`src/rtl/mfrc_pkg.sv`:
```
// Shared types for the monochrome frame buffer with rectangle clear.
// Holds the operation codes, the controller state type and the
// command and status bundles that join the controller to the datapath.
package mfrc_pkg;

   // Item kinds carried on the input channel's tuser.
   typedef enum logic [1:0] {
      OP_WRITE = 2'd0,
      OP_READ  = 2'd1,
      OP_CLEAR = 2'd2
   } op_type;

   // Controller states.
   typedef enum logic [2:0] {
      ST_INIT,
      ST_IDLE,
      ST_DECODE,
      ST_RECT_CHK,
      ST_RECT_BYTE,
      ST_RECT_RMW,
      ST_DONE
   } ctl_state_type;

   // Commands from the controller to the datapath.
   typedef struct packed {
      logic init_wr;   // write zero at the clearing-pass address
      logic capture;   // load the accepted item
      logic setup;     // clip the rectangle and load the walk registers
      logic rd_item;   // read the byte at the item address
      logic rd_rect;   // read the current rectangle byte
      logic wr_item;   // write the item byte
      logic wr_zero;   // zero the current rectangle byte
      logic wr_mask;   // write back the masked rectangle byte
      logic advance;   // step to the next rectangle byte
      logic load_rsp;  // load the output register
   } dp_cmd_type;

   // Status from the datapath to the controller.
   typedef struct packed {
      logic   init_last;  // clearing pass is at its last entry
      op_type op;         // kind of the held item
      logic   addr_ok;    // item address lies inside the buffer
      logic   empty;      // clipped rectangle covers no pixel
      logic   part_byte;  // current rectangle byte is only partly covered
      logic   last_byte;  // current rectangle byte is the final one
      logic   rsp_free;   // output register can take a result this cycle
   } dp_sts_type;

endpackage

```
`src/rtl/mfrc_ctrl.sv`:
```
// Controller state machine for the frame buffer block.
// Depends on mfrc_pkg for the state type and the command/status bundles.
module mfrc_ctrl (
   input  logic                clock,
   input  logic                reset,
   input  logic                req_tvalid,
   output logic                req_tready,
   input  mfrc_pkg::dp_sts_type sts,
   output mfrc_pkg::dp_cmd_type cmd
);
   import mfrc_pkg::*;

   ctl_state_type state_ff, state_in;

   // State register.
   always_ff @(posedge clock) begin
      if (reset) begin
         state_ff <= ST_INIT;
      end else begin
         state_ff <= state_in;
      end
   end

   // Next state and commands.
   always_comb begin
      state_in   = state_ff;
      cmd        = '0;
      req_tready = 1'b0;
      unique case (state_ff)
         ST_INIT: begin
            cmd.init_wr = 1'b1;
            if (sts.init_last) begin
               state_in = ST_IDLE;
            end
         end
         ST_IDLE: begin
            req_tready  = 1'b1;
            cmd.capture = req_tvalid;
            if (req_tvalid) begin
               state_in = ST_DECODE;
            end
         end
         ST_DECODE: begin
            unique case (sts.op)
               OP_WRITE: begin
                  cmd.wr_item = sts.addr_ok;
                  state_in    = ST_DONE;
               end
               OP_READ: begin
                  cmd.rd_item = sts.addr_ok;
                  state_in    = ST_DONE;
               end
               OP_CLEAR: begin
                  cmd.setup = 1'b1;
                  state_in  = ST_RECT_CHK;
               end
               default: begin
                  state_in = ST_DONE;
               end
            endcase
         end
         ST_RECT_CHK: begin
            if (sts.empty) begin
               state_in = ST_DONE;
            end else begin
               state_in = ST_RECT_BYTE;
            end
         end
         ST_RECT_BYTE: begin
            // Partly covered bytes need a read first; inner bytes are zeroed at once.
            if (sts.part_byte) begin
               cmd.rd_rect = 1'b1;
               state_in    = ST_RECT_RMW;
            end else begin
               cmd.wr_zero = 1'b1;
               cmd.advance = 1'b1;
               if (sts.last_byte) begin
                  state_in = ST_DONE;
               end
            end
         end
         ST_RECT_RMW: begin
            cmd.wr_mask = 1'b1;
            cmd.advance = 1'b1;
            if (sts.last_byte) begin
               state_in = ST_DONE;
            end else begin
               state_in = ST_RECT_BYTE;
            end
         end
         ST_DONE: begin
            if (sts.rsp_free) begin
               cmd.load_rsp = 1'b1;
               state_in     = ST_IDLE;
            end
         end
         default: begin
            state_in = ST_INIT;
         end
      endcase
   end

endmodule

```
`config.mk`:
```
export PLATFORM = sky130hd
export DESIGN_NAME = mfrc_ctrl
export DESIGN_NICKNAME = d
export VERILOG_FILES = /design/src/rtl/mfrc_pkg.sv /design/src/rtl/mfrc_ctrl.sv
export SDC_FILE = /design/constraint.sdc
export NUM_CORES = 1
export LEC_CHECK = 0
export ABC_AREA = 1
export ABC_CLOCK_PERIOD_IN_PS = 1000
export BUFFER_PORTS_ARGS = -buffer_cell sky130_fd_sc_hd__clkbuf_2
export CAP_MARGIN = 25
export CORE_AREA = 2 2 39 41
export CTS_CLUSTER_SIZE = 28
export DETAILED_ROUTE_END_ITERATION = 16
export DIE_AREA = 0 0 41 43
export GPL_ROUTABILITY_DRIVEN = 0
export PLACE_DENSITY_LB_ADDON = 0.15
export SYNTH_ARGS = -nofsm -noshare
export SYNTH_HDL_FRONTEND = slang
export SYNTH_SLANG_ARGS = --single-unit
```
`constraint.sdc`:
```
create_clock -name clock -period 1 [get_ports clock]
set_input_delay 0.2 -clock clock [delete_from_list [all_inputs] [get_ports clock]]
set_output_delay 0.2 -clock clock [all_outputs]
set_load 0.1 [all_outputs]
```
# Word level (Yosys, flattened, before mapping)
# Index checks and enable logic that the tools add are counted.
[classes]
muxes = 25
n_eq_ne = 12
reduce_logical = 3
[ops]
columns = ["operator", "count"]
rows = [
  ["$pmux 3 s7", 1],
  ["$mux 3", 6],
  ["$mux 1", 14],
  ["$eq 3x3->1 const B", 3],
  ["$eq 3x2->1 const B", 2],
  ["$mux 2", 3],
  ["$ne 2x2->1 const B", 3],
  ["$reduce_and 4->1", 1],
  ["$eq 3x1->1 const B", 1],
  ["$logic_not 3->1", 1],
  ["$ne 3x3->1 const B", 1],
  ["$eq 2x1->1 const B", 1],
  ["$eq 2x2->1 const B", 1],
  ["$logic_not 2->1", 1],
  ["$pmux 1 s2", 1],
]
[totals]
out_inout_bits = 11
reg_bits = 3
elab_cells = 41

# Depth between registers and ports, before layout
[logic_depth]
depth_word = 3
mapped_depth = 9
depth_no_buf = 8

# Least setup slack after synthesis
# Ideal clock, no wire load.
[synth_path]
path_kind = "register to output"
from = "reg state_ff[2]"
to = "out cmd[4] (netlist bit)"
path_slack_ns = -2.653
stages_incl_launch_ff = 5
n_path_buf = 1
arrival_ns = 3.453
cell_sequence = "dfxtp_1 -> buf_2 -> inv_2 -> nand3_1 -> nor4_1"
[synth_lines]
columns = ["element", "line_no", "source"]
rows = [
  ["start, declared", "mfrc_ctrl.sv:13", "ctl_state_type state_ff, state_in;"],
  ["start signal, assigned", "mfrc_ctrl.sv:20", "state_ff <= state_in;"],
  ["end, declared", "mfrc_ctrl.sv:9", "output mfrc_pkg::dp_cmd_type cmd"],
]

==> results by group <==
Finish
  – Largest register FFs: 3
  – Util after Layout: 0.750
  – Top Registers: state_ff (3)
  – Area occupied by multi-input gates: roughly 360 µm²
  – # fillers: 102
  – Synthesis-to-finish area growth: 196%
  – Total area of sequential cells: 71.3 µm²
  – Biggest register: state_ff
  – Number of diodes: 0
  – Layout net count: 123
  – Final Cell Area: slightly above 1000 µm²
  – Share of layout cells above drive strength 1: 0.757

Global route
  – Largest net degree at the start of global routing: 7
  – First-pass GRT wire length: 2160 µm
  – Tot GR Track Use: 0.179
  – Vias in the first global route: between 500 and 600
  – Total gr overflow: 0
  – Initial antenna violation count: 0

Run status
  – Failing checks: negative setup slack
  – Status: finished with violations

Route
  – DRT Pass-1 Iters: 2
  – DR vias: between 500 and 600
  – DR vias/cell: 4.31
  – Antenna-violating nets left: 0
  – DRC errors left: 0
  – Routed WL: 1410 µm
  – Drt initial violations: 2
  – Routed WL per cell: approximately 11 µm

Logic synthesis
  – Ys flop type: dfxtp_1
  – Post-Syn Instances: 64
  – Net count after synthesis: 75
  – Netlist cell types: 15
  – Number of flops mapped to enable cells by yosys: 0
  – Top cells by count, synth: 14 x nand2_1, 13 x inv_1, 9 x nor2_1, 6 x nand3_1, 4 x nor2_2
  – Mapped Avg Cell Area: 5.47 µm²
  – #FFs+latches synth: 3
  – Synth top area cells: dfxtp_1 17%, nand2_1 15%, inv_1 14%
  – Leading area contributor after synthesis: dfxtp_1
  – Yosys Warn Count: 0
  – Yosys top cell area share: 0.171
  – Cell Area, Synth: 350 µm²
  – Asr flop ratio synth: 0
  – Register area share after synthesis: 0.171
  – Most common cell in the netlist: nand2_1

STA
  – Setup violators final: 14
  – Max Clk Rate: 669 MHz
  – Final WS setup: -0.494 ns
  – Post-route minimum period: 1.49 ns
  – Fin. Hold Viols: 0
  – Final TNS setup: -5.63 ns
  – Worst-Margin Slew: 0.293 ns
  – WHS: 0.255 ns
  – Slew margin rel.: 0.804
  – Slew Viols, Final: 0
  – Final worst path period share: 1.49
  – Skew final: 0.000675 ns
  – RSZ-0062 raised after global routing: yes

Hold path
  – Hold path cells: 4
  – Hold path startpoint: reset
  – Hold Crit Class: in -> reg

Run
  – Max cap viols: 0

Power
  – Net Sw Power: 1830 µW
  – Clock network fraction of total power: 0.063
  – Internal power: 1540 µW
  – Reg power frac: 0.095
  – LEAKAGE: 0.000473 µW
  – Comb power frac: 0.842
  – Peak VDD IR: 1840 µV
  – Sw frac: 0.543
  – P per Cell Area: 3250 nW/µm²

Setup path
  – Critical path peak fanout: 3
  – Required @ worst endpoint: 0.80 ns
  – Setup crit start: state_ff[0]
  – FF-to-FF Start: state_ff[1]
  – CP endpoint kind: output pin
  – Crit Path Class: reg -> out
  – WP data arrival: 1.29 ns
  – CP startpoint kind: register
  – Worst r2r path cells: 10

Placed design
  – Buffers on Ports: 21
  – Post-place instance area: 835 µm²
  – Post-DP HPWL: 935 µm
  – Dpl ws: -0.316 ns

Clock network
  – CTS tree: built
  – Clock Sinks: 3
  – Clk pin slew, worst setup/hold paths: 0.04 ns
  – CTS Root Cell: clkbuf_4
  – H-tree levels: 1
  – CTS max path bufs: 2
  – Worst-Skew Late Latency: 0.23 ns
  – Number of CTS-inserted buffers: 3
  – Hold buffers post-CTS: 0

Floorplan
  – Core Region: 1380 µm²
  – Rows: 14
  – Chip Width: 41 µm
  – Total die area: 1760 µm²
  – Num ports: 22
  – Initial cell density of the core: 0.253
  – Die H: ~43 µm
[per-stage QoR]
| stage | std cells | power, µW |
|---|---|---|
| 2_1_floorplan | 64 | 1780 |
| 3_5_place_dp | 113 | 2570 |
| 6_report | 127 | 3370 |
| 4_1_cts | 125 | 3280 |
| 5_1_grt | 127 | 3550 |
| 3_3_place_gp | 113 | 2550 |
[power by group through the flow]
stage	combinational, µW	clock (µW)	sequential, µW
floorplan	1510	0	274
global placement	2250	0	305
detailed placement	2270	0	303
CTS	2730	226	325
global route	2990	230	333
finish	2840	210	320
[worst max-delay path, stage by stage (launching register included)]
cell	delay (ns)
dfxtp_4	0.35
nor2_4	0.13
nand3b_1	0.23
clkinvlp_4	0.17
buf_12	0.17
[layer usage]
metal	track usage	wire (µm)	vias up
met2	0.309	829	11
li1	-	-	292
met4	0.0800	0	0
met5	0	0	-
met1	0.215	551	244
met3	0	24	0
[kinds of logic (layout without fill, tap and decap cells)]
logic type      Yosys count  count (layout)  share of synthesized area
compound gates            2               2                     0.0286
buf+inv                  17              64                      0.186
flops                     3               3                      0.171
simple gates             42              42                      0.614
[what timing repair did]
action	in CTS	in global routing
gates cloned	0	0
pin swaps	8	9
resized for setup	22	7
setup buffers	8	4
endpoints found under the setup margin	14	14
[placed cells by master, fill, tap and decap left out, types with 5 or more instances in the layout]
master and count:
clkbuf_2 10, buf_12 11, nor2_1 5, nand2_1 7
buf_4 16, buf_6 7, clkinvlp_4 5, nor2_4 5
inv_1 8
[final timing paths]
| path | end | slack (ns) |
|---|---|---|
| worst max register to register | state_ff[1] | -0.35 |
| worst max-delay path | cmd[3] | -0.49 |
| worst min-delay path | state_ff[2] | 0.25 |
| worst min register to register | state_ff[2] | 0.54 |
[layout make-up]
| cell class | instances | share of cell area |
|---|---|---|
| clock buffers | 4 | 0.0253 |
| repair buffers | 44 | 0.452 |
| multi-input cells | 44 | 0.351 |
| inverters | 16 | 0.0832 |
| flip-flops and latches | 3 | 0.0688 |
| well taps | 16 | 0.0193 |
Note: power is estimated with default switching activity, not from simulation.
